**src/hw/rtl/wpic_pkg.sv**
```systemverilog
// wpic_pkg: shared types and constants of the wheel phase integral controller
// used by wheel_phase_integral_controller, no dependencies

package wpic_pkg;

  // design defaults
  localparam int HOLDER_COUNT_DEF = 4;

  // fixed-point constants, 16 fraction bits
  localparam int MIN_SPEED_Q16  = 1639;      // 0.025 m/s rounded up
  localparam int DEADBAND_Q16   = 3276;      // 0.05 degrees
  localparam int HALF_TURN_Q16  = 11796480;  // 180 degrees
  localparam int FULL_TURN_Q16  = 23592960;  // 360 degrees
  localparam int RESET_CURRENT  = 9830400;   // 150 mA in Q12.16
  localparam int ROUND_HALF_Q16 = 32768;
  localparam int DRIVE_MAX      = 4095;

  // field widths
  localparam int SPEED_W   = 24;
  localparam int ANGLE_W   = 25;
  localparam int CUR_W     = 12;
  localparam int WANT_W    = 24;
  localparam int TARGET_W  = 28;
  localparam int CFG24_W   = 24;
  localparam int DVD_W     = 47;  // speed * 36 * 2^16 + den / 2
  localparam int DIV_STEPS = 24;
  localparam int CNT_W     = 5;
  localparam int ERR_W     = 26;
  localparam int MAG_W     = 25;
  localparam int PROD_W    = 49;
  localparam int INC_W     = 34;
  localparam int ACC_W     = 36;

  // register map, byte address is 4 * index
  localparam int PADDR_W = 5;
  localparam logic [2:0] REG_PERIMETER = 3'd0;
  localparam logic [2:0] REG_DISTANCE  = 3'd1;
  localparam logic [2:0] REG_GAIN      = 3'd2;
  localparam logic [2:0] REG_FLOOR     = 3'd3;
  localparam logic [2:0] REG_CEILING   = 3'd4;

  localparam logic [11:0] FLOOR_RST   = 12'd350;
  localparam logic [11:0] CEILING_RST = 12'd2000;

  // sequencer states
  typedef enum logic [2:0] {
    ST_IDLE,
    ST_PREP,
    ST_CHECK,
    ST_DIV,
    ST_MUL,
    ST_ACC,
    ST_OUT
  } wpic_state_e;

endpackage

```
**src/hw/rtl/wheel_phase_integral_controller.sv**
```systemverilog
// wheel_phase_integral_controller: per-tick angle tracking and valve current integrator
// one shared subtract/compare unit serves the saturation check and a restoring divider
// depends on wpic_pkg
//
// sequence: a gated, priming or unconfigured tick goes from accept straight to output;
//   an updating tick runs prep, saturation check, 24 divider steps, multiply,
//   accumulate, output; the divider steps are skipped when the wanted change saturates;
//   the divider loop yields one quotient bit per cycle
// flow: words are taken only in idle, but the next word is taken while a result waits
// reset: rst_ni resets control and config registers, target current to 150 mA, unprimed

module wheel_phase_integral_controller #(
  parameter int HOLDER_COUNT = wpic_pkg::HOLDER_COUNT_DEF
) (
  input  logic                         clk_i,
  input  logic                         rst_ni,
  // slave side
  input  logic                         s_axis_tvalid,
  output logic                         s_axis_tready,
  // ground_speed[23:0], wheel_angle[48:24], run_enable[49], estop_ok[50], zero pad
  input  logic [55:0]                  s_axis_tdata,
  // master side
  output logic                         m_axis_tvalid,
  input  logic                         m_axis_tready,
  // drive_current[11:0], angle_change[36:12], wanted_change[60:37], loop_active[61], zero pad
  output logic [63:0]                  m_axis_tdata,
  // configuration port
  input  logic                         psel,
  input  logic                         penable,
  input  logic                         pwrite,
  input  logic [wpic_pkg::PADDR_W-1:0] paddr,
  input  logic [31:0]                  pwdata,
  output logic [31:0]                  prdata,
  output logic                         pready
);

  localparam int DenW = wpic_pkg::CFG24_W + $clog2(HOLDER_COUNT + 1);

  // configuration registers
  logic [23:0] perimeter_q, distance_q, gain_q;
  logic [11:0] floor_q, ceiling_q;

  // sequencer and datapath
  wpic_pkg::wpic_state_e state_q, state_d;
  logic [23:0] speed_q, speed_d;
  logic [24:0] delta_q, delta_d;
  logic [23:0] quo_q, quo_d;
  logic [DenW-1:0] rem_q, rem_d, den_q, den_d;
  logic [wpic_pkg::CNT_W-1:0] cnt_q, cnt_d;
  logic [wpic_pkg::PROD_W-1:0] prod_q, prod_d;
  logic neg_q, neg_d, dead_q, dead_d;
  logic run_q, run_d, estop_q, estop_d, active_q, active_d;
  logic [24:0] last_angle_q, last_angle_d;
  logic primed_q, primed_d;
  logic [27:0] target_q, target_d;
  logic [63:0] out_q, out_d;
  logic out_valid_q, out_valid_d;

  // input unpacking
  logic [23:0] in_speed;
  logic [24:0] in_angle;
  logic in_enable, in_estop, in_acc, in_run, cfg_zero;
  assign in_speed  = s_axis_tdata[23:0];
  assign in_angle  = s_axis_tdata[48:24];
  assign in_enable = s_axis_tdata[49];
  assign in_estop  = s_axis_tdata[50];

  assign s_axis_tready = (state_q == wpic_pkg::ST_IDLE);
  assign in_acc        = s_axis_tvalid && s_axis_tready;
  assign in_run        = in_enable && (in_speed >= 24'(wpic_pkg::MIN_SPEED_Q16));
  assign cfg_zero      = (perimeter_q == '0) || (distance_q == '0) || (gain_q == '0);

  // wrapped angle change
  logic signed [wpic_pkg::ERR_W-1:0] diff_raw, diff_wrap;
  always_comb begin
    diff_raw = $signed({1'b0, in_angle}) - $signed({1'b0, last_angle_q});
    if (diff_raw > $signed(26'(wpic_pkg::HALF_TURN_Q16))) begin
      diff_wrap = diff_raw - $signed(26'(wpic_pkg::FULL_TURN_Q16));
    end else if (diff_raw < -$signed(26'(wpic_pkg::HALF_TURN_Q16))) begin
      diff_wrap = diff_raw + $signed(26'(wpic_pkg::FULL_TURN_Q16));
    end else begin
      diff_wrap = diff_raw;
    end
  end

  // dividend and divisor preparation
  logic [29:0] speed36;
  logic [DenW-1:0] den_w;
  logic [wpic_pkg::DVD_W-1:0] dvd;
  assign speed36 = ({6'b0, speed_q} << 5) + ({6'b0, speed_q} << 2);
  assign den_w   = DenW'(distance_q) * DenW'(HOLDER_COUNT);
  assign dvd     = {1'b0, speed36, 16'b0} + wpic_pkg::DVD_W'(den_w[DenW-1:1]);

  // shared subtract/compare unit
  logic [DenW:0]   cmp_a;
  logic [DenW+1:0] cmp_diff;
  logic            cmp_ge;
  assign cmp_a    = (state_q == wpic_pkg::ST_CHECK) ? {1'b0, rem_q} : {rem_q, quo_q[23]};
  assign cmp_diff = {1'b0, cmp_a} - {2'b0, den_q};
  assign cmp_ge   = !cmp_diff[DenW+1];

  // error and magnitude
  logic signed [wpic_pkg::ERR_W-1:0] err;
  logic [wpic_pkg::ERR_W-1:0] err_abs;
  assign err     = $signed({2'b0, quo_q}) - $signed({delta_q[24], delta_q});
  assign err_abs = err[wpic_pkg::ERR_W-1] ? 26'(-err) : 26'(err);

  // integrator update with clamp
  logic [wpic_pkg::INC_W-1:0] inc;
  logic signed [wpic_pkg::ACC_W-1:0] acc_next, acc_clamp, ceil_ext, floor_ext;
  always_comb begin
    inc       = wpic_pkg::INC_W'((prod_q + 49'(wpic_pkg::ROUND_HALF_Q16)) >> 16);
    ceil_ext  = $signed({8'b0, ceiling_q, 16'b0});
    floor_ext = $signed({8'b0, floor_q, 16'b0});
    if (dead_q) begin
      acc_next = $signed({8'b0, target_q});
    end else if (neg_q) begin
      acc_next = $signed({8'b0, target_q}) - $signed({2'b0, inc});
    end else begin
      acc_next = $signed({8'b0, target_q}) + $signed({2'b0, inc});
    end
    acc_clamp = acc_next;
    if (acc_clamp > ceil_ext) begin
      acc_clamp = ceil_ext;
    end
    if (acc_clamp < floor_ext) begin
      acc_clamp = floor_ext;
    end
  end

  // drive from the current target
  logic [28:0] drive_sum;
  logic [11:0] drive;
  always_comb begin
    drive_sum = {1'b0, target_q} + 29'(wpic_pkg::ROUND_HALF_Q16);
    if (!(run_q && estop_q)) begin
      drive = '0;
    end else if (drive_sum[28]) begin
      drive = 12'(wpic_pkg::DRIVE_MAX);
    end else begin
      drive = drive_sum[27:16];
    end
  end

  // next state
  always_comb begin
    state_d = state_q;
    case (state_q)
      wpic_pkg::ST_IDLE: begin
        if (in_acc) begin
          state_d = (in_run && primed_q && !cfg_zero) ? wpic_pkg::ST_PREP : wpic_pkg::ST_OUT;
        end
      end
      wpic_pkg::ST_PREP:  state_d = wpic_pkg::ST_CHECK;
      wpic_pkg::ST_CHECK: state_d = cmp_ge ? wpic_pkg::ST_MUL : wpic_pkg::ST_DIV;
      wpic_pkg::ST_DIV: begin
        if (cnt_q == wpic_pkg::CNT_W'(wpic_pkg::DIV_STEPS - 1)) begin
          state_d = wpic_pkg::ST_MUL;
        end
      end
      wpic_pkg::ST_MUL: state_d = wpic_pkg::ST_ACC;
      wpic_pkg::ST_ACC: state_d = wpic_pkg::ST_OUT;
      wpic_pkg::ST_OUT: begin
        if (!out_valid_q || m_axis_tready) begin
          state_d = wpic_pkg::ST_IDLE;
        end
      end
      default: state_d = wpic_pkg::ST_IDLE;
    endcase
  end

  // datapath updates
  always_comb begin
    speed_d      = speed_q;
    delta_d      = delta_q;
    quo_d        = quo_q;
    rem_d        = rem_q;
    den_d        = den_q;
    cnt_d        = cnt_q;
    prod_d       = prod_q;
    neg_d        = neg_q;
    dead_d       = dead_q;
    run_d        = run_q;
    estop_d      = estop_q;
    active_d     = active_q;
    last_angle_d = last_angle_q;
    primed_d     = primed_q;
    target_d     = target_q;
    out_d        = out_q;
    out_valid_d  = out_valid_q && !m_axis_tready;
    case (state_q)
      wpic_pkg::ST_IDLE: begin
        if (in_acc) begin
          speed_d  = in_speed;
          run_d    = in_run;
          estop_d  = in_estop;
          active_d = 1'b0;
          quo_d    = '0;
          delta_d  = '0;
          if (in_run) begin
            last_angle_d = in_angle;
            primed_d     = 1'b1;
            if (primed_q) begin
              delta_d = diff_wrap[24:0];
            end
          end
        end
      end
      wpic_pkg::ST_PREP: begin
        rem_d = DenW'(dvd[46:24]);
        quo_d = dvd[23:0];
        den_d = den_w;
      end
      wpic_pkg::ST_CHECK: begin
        // quotient would not fit: saturate
        if (cmp_ge) begin
          quo_d = '1;
        end
        cnt_d = '0;
      end
      wpic_pkg::ST_DIV: begin
        rem_d = cmp_ge ? cmp_diff[DenW-1:0] : cmp_a[DenW-1:0];
        quo_d = {quo_q[22:0], cmp_ge};
        cnt_d = cnt_q + wpic_pkg::CNT_W'(1);
      end
      wpic_pkg::ST_MUL: begin
        prod_d = {24'b0, err_abs[wpic_pkg::MAG_W-1:0]} * {25'b0, gain_q};
        neg_d  = err[wpic_pkg::ERR_W-1];
        dead_d = (err <= $signed(26'(wpic_pkg::DEADBAND_Q16)))
              && (err >= -$signed(26'(wpic_pkg::DEADBAND_Q16)));
      end
      wpic_pkg::ST_ACC: begin
        target_d = acc_clamp[27:0];
        active_d = 1'b1;
      end
      wpic_pkg::ST_OUT: begin
        if (!out_valid_q || m_axis_tready) begin
          out_d       = {2'b0, active_q, quo_q, delta_q, drive};
          out_valid_d = 1'b1;
        end
      end
      default: ;
    endcase
  end

  // sequencer, state and output registers
  always_ff @(posedge clk_i or negedge rst_ni) begin
    if (!rst_ni) begin
      state_q      <= wpic_pkg::ST_IDLE;
      last_angle_q <= '0;
      primed_q     <= 1'b0;
      target_q     <= 28'(wpic_pkg::RESET_CURRENT);
      out_valid_q  <= 1'b0;
      run_q        <= 1'b0;
      estop_q      <= 1'b0;
      active_q     <= 1'b0;
      cnt_q        <= '0;
    end else begin
      state_q      <= state_d;
      last_angle_q <= last_angle_d;
      primed_q     <= primed_d;
      target_q     <= target_d;
      out_valid_q  <= out_valid_d;
      run_q        <= run_d;
      estop_q      <= estop_d;
      active_q     <= active_d;
      cnt_q        <= cnt_d;
    end
  end

  // payload registers
  always_ff @(posedge clk_i) begin
    speed_q <= speed_d;
    delta_q <= delta_d;
    quo_q   <= quo_d;
    rem_q   <= rem_d;
    den_q   <= den_d;
    prod_q  <= prod_d;
    neg_q   <= neg_d;
    dead_q  <= dead_d;
    out_q   <= out_d;
  end

  assign m_axis_tvalid = out_valid_q;
  assign m_axis_tdata  = out_q;

  // configuration writes
  logic cfg_wr;
  assign pready = 1'b1;
  assign cfg_wr = psel && penable && pwrite && pready;

  always_ff @(posedge clk_i or negedge rst_ni) begin
    if (!rst_ni) begin
      perimeter_q <= '0;
      distance_q  <= '0;
      gain_q      <= '0;
      floor_q     <= wpic_pkg::FLOOR_RST;
      ceiling_q   <= wpic_pkg::CEILING_RST;
    end else if (cfg_wr) begin
      case (paddr[4:2])
        wpic_pkg::REG_PERIMETER: perimeter_q <= pwdata[23:0];
        wpic_pkg::REG_DISTANCE:  distance_q  <= pwdata[23:0];
        wpic_pkg::REG_GAIN:      gain_q      <= pwdata[23:0];
        wpic_pkg::REG_FLOOR:     floor_q     <= pwdata[11:0];
        wpic_pkg::REG_CEILING:   ceiling_q   <= pwdata[11:0];
        default: ;
      endcase
    end
  end

  // configuration reads
  always_comb begin
    case (paddr[4:2])
      wpic_pkg::REG_PERIMETER: prdata = {8'b0, perimeter_q};
      wpic_pkg::REG_DISTANCE:  prdata = {8'b0, distance_q};
      wpic_pkg::REG_GAIN:      prdata = {8'b0, gain_q};
      wpic_pkg::REG_FLOOR:     prdata = {20'b0, floor_q};
      wpic_pkg::REG_CEILING:   prdata = {20'b0, ceiling_q};
      default:                 prdata = '0;
    endcase
  end

  // checks
  a_busy_after_accept: assert property (@(posedge clk_i) disable iff (!rst_ni)
    in_acc |=> !s_axis_tready)
    else $error("input taken again right after accept");

  a_div_count_range: assert property (@(posedge clk_i) disable iff (!rst_ni)
    (state_q == wpic_pkg::ST_DIV) |-> (cnt_q < wpic_pkg::CNT_W'(wpic_pkg::DIV_STEPS)))
    else $error("divider step count out of range");

  a_primed_sticks: assert property (@(posedge clk_i) disable iff (!rst_ni)
    !$fell(primed_q))
    else $error("primed flag cleared outside reset");

  a_active_needs_run: assert property (@(posedge clk_i) disable iff (!rst_ni)
    (state_q == wpic_pkg::ST_ACC) |-> (run_q && !cfg_zero))
    else $error("integrator update on a gated tick");

endmodule
```
**config.mk**
```make
export PLATFORM = sky130hd
export DESIGN_NAME = wheel_phase_integral_controller
export DESIGN_NICKNAME = d
export VERILOG_FILES = /design/src/hw/rtl/wpic_pkg.sv /design/src/hw/rtl/wheel_phase_integral_controller.sv
export SDC_FILE = /design/constraint.sdc
export NUM_CORES = 2
export LEC_CHECK = 0
export ABC_CLOCK_PERIOD_IN_PS = 13500
export BUFFER_PORTS_ARGS = -buffer_cell sky130_fd_sc_hd__buf_2
export CAP_MARGIN = 40
export CORE_AREA = 2 2 366 368
export CTS_CLUSTER_SIZE = 14
export DETAILED_ROUTE_END_ITERATION = 10
export DIE_AREA = 0 0 368 370
export GPL_TIMING_DRIVEN = 0
export RECOVER_POWER = 100
export SYNTH_ARGS = -nofsm -noshare
export SYNTH_HDL_FRONTEND = slang
export SYNTH_SLANG_ARGS = --single-unit
export TNS_END_PERCENT = 30
```
**constraint.sdc**
```tcl
create_clock -name clk_i -period 13.5 [get_ports clk_i]
set_input_delay 0.675 -clock clk_i [delete_from_list [all_inputs] [get_ports clk_i]]
set_output_delay 0.675 -clock clk_i [all_outputs]
set_load 0.01 [all_outputs]
```
==> results.md <==
- Final setup margin: 535 ps
- Slew Limit Fails: around 250
- R2R Path Start: quo_q[0]
- Pre-antenna DRT Iters: 6
- WL per Instance: approximately 21 microns
- # hold bufs at CTS: 0
- Clk sink count: around 380
- Failing checks: capacitance limit, slew limit
- Min Clock Period, post-route: around 13,000 ps
- Deepest clock path buffer count: 3
- Max Cap Violations: 6
- Number of DRC markers in iteration 0: 3,059
- Via count: 37,235
- Status: finished with violations
- Setup bufs post-CTS: 0
- Routed Antenna Nets: 0
- Final hold viol count: 0
- Unrepaired setup endpoints after global routing: no
- Cells after Synth: 4,987
- FF-to-FF End: prod_q[48]
- Die Area: about 140,000 sq um
- Core Rows: 134
- Worst r2r path cells: slightly above 40
- Crit start category: flop
- Largest cells by area after synthesis: fa_1 22%, edfxtp_1 15%, ha_1 9.7%, dfrtp_1 7.9%, inv_1 6.4%
- Clock slew at reported path FFs: ~70 ps
- Number of synthesized register bits: around 380
- Yosys warns: 0
- Yosys top cell by area: fa_1
- Number of synthesized flops with an enable pin: around 220
- Final setup fails: 0
- Cell mode on critical path: fa_1
- Post-cts gate resize count: 0
- Slowest-stage cell, CP: xor2_1
- CP required: 13,870 ps
- Setup crit end kind: flop
- Antenna violations before repair: 21
- Worst slack, placed: just under 1000 ps
- CP Max Fanout: 10
- Most common cell after layout, fill and taps aside: inv_1
- Max Clk Rate: between 0.07 and 0.08 GHz
- Register area: about 11,000 sq um
- Min-delay worst type: primary input to flop
- Synth cell types: 97
- Layout cell share with drive strength beyond 1: approximately 7.1%
- Main synth FF type: edfxtp_1
- Period Utilization, post-route: 96.0%
- Starting density of the core: around a third
- Floorplan die height: 370 microns
- Final net count: about 6,200
- R2R setup slack: approximately 530 ps
- Critical path type: flop to flop
- Die width: around 370 microns
- Total CTS buffers: 43
- Vias in the first global route: between 30,000 and 40,000
- Crit path to: prod_q[48]
- DR vias/cell: between 5 and 6
- Clock root buffer master: clkbuf_16
- Slew Limit Headroom: -277%
- H-tree Lvls: 2
- # fillers: approximately 13,000
- Tot GR Track Use: 22.1%
- Final Skew: 39.1 ps
- Syn_area_per_cell: between 9 and 10 sq um
- Core area: 132,000 sq um
- Largest net degree at the start of global routing: 99
- IO Pins: between 150 and 200
- Area occupied by multi-input gates: roughly 31,000 sq um
- Worst-Margin Slew: ~5700 ps
- P&R area growth vs syn: 10.6%
- Post-synth top area share: about 22%
- Most frequent cells in the layout: 789 x inv_1, 527 x nand2_1, 510 x fa_1
- CP startpoint: quo_q[0]
- Critical Path AT: about 13,000 ps
- CTS tree: built
- Seq/Total Area, Yosys: approximately a quarter
- GR Overflow Total: 0
- Final HPWL DP: 125,000 microns
- Placer Congestion: slightly below 1
- Worst skew pair latency: ~620 ps
- Post-Route WL: ~150,000 microns
- Setup_tns: 0 ps
- Slowest cell delay on critical path: 830 ps
- Netlist Area Pre-Place: 46,000 sq um
- First-pass GRT wire length: ~230,000 microns
- Post-synth ARST share: about 42%
- Residual DRC: 0
- Count of input and output buffers: ~170
-- worst max-delay path, delay by kind of cell (launching register included) --
| family | cells | cell delay (ps) |
|---|---|---|
| flip-flops | 1 | 510 |
| buffers and inverters | 8 | 1180 |
| adder cells (fa/ha/maj) | 10 | 4590 |
| AO/OA/AOI/OAI | 16 | 4090 |
| AND/OR/NAND/NOR | 5 | 1360 |
| XOR/XNOR | 2 | 990 |
-- Yosys cell counts (121+ instances only) --
master      n
a21oi_1   208
and2_1    289
clkbuf_1  206
dfrtp_1   146
edfxtp_1  222
fa_1      510
ha_1      358
inv_1     789
mux2_2    125
nand2_1   527
nor2_1    232
o21ai_0   163
xnor2_1   121
-- metrics by stage --
step | hold WS (ps) | utilization, % | cells | area, sq um
after floorplan | 379 | - | 4996 | 46000
after global placement | 437 | 37.0 | 6935 | 49100
after detailed placement | 440 | 37.5 | 6985 | 49700
after CTS | 107 | 38.6 | 7065 | 51100
after global routing | 231 | 38.4 | 7068 | 50800
final | 246 | 38.4 | 7071 | 50800
-- registers in the layout, indices dropped and copies added (netlist names), 5 cells and up --
register	flops
m_axis_tdata	62
prod_q	34
target_q	28
rem_q	27
delta_q	25
last_angle_q	25
den_q	24
distance_q	24
gain_q	24
perimeter_q	24
quo_q	24
speed_q	24
ceiling_q	12
floor_q	12
cnt_q	5
-- routing by layer --
metal | track usage [%] | part of all wire (%) | up-vias
li1 | - | - | 17018
met1 | 28.8 | 42 | 18543
met2 | 36.6 | 47 | 1358
met3 | 3.38 | 7.0 | 310
met4 | 8.98 | 4.7 | 6
met5 | 0 | 0.026 | -
-- cells by family (layout without fill, tap and decap cells) --
logic type	count (synthesis)	in the layout	synth area share [%]
xor+xnor	210	210	4.02
fa+ha+maj	868	868	32.0
simple gates	1500	1500	16.1
other cells	2	17	0.0163
buf+inv	1031	1332	8.55
mux	190	190	4.48
flops	384	384	23.4
compound gates	802	802	11.5
-- layout make-up --
cell class	count	share of cell area (%)
antenna	6	0.0295
tap	1768	4.35
sequential	384	21.1
clock inverter	26	0.512
buffer	239	1.88
multi-input combinational	3581	61.6
clock buffer	54	2.30
timing repair buffer	221	2.33
inverter	792	5.85
-- worst min path at each step --
| stage | start | endpoint | slack [ps] | depth (start not counted) |
|---|---|---|---|---|
| 4_1_cts | rst_ni | last_angle_q[12] | 110 | 1 |
| 2_1_floorplan | rst_ni | active_q | 380 | 0 |
| 5_1_grt | s_axis_tdata[16] | speed_q[16] | 230 | 1 |
| 6_report | s_axis_tdata[15] | speed_q[15] | 250 | 1 |
| 3_3_place_gp | delta_q[18] | m_axis_tdata[30] | 440 | 0 |
| 3_5_place_dp | delta_q[5] | m_axis_tdata[17] | 440 | 0 |
Power is left out: the tool's default activity adds up to more than one toggle a clock period on the data nets, which glitch-free logic cannot reach.
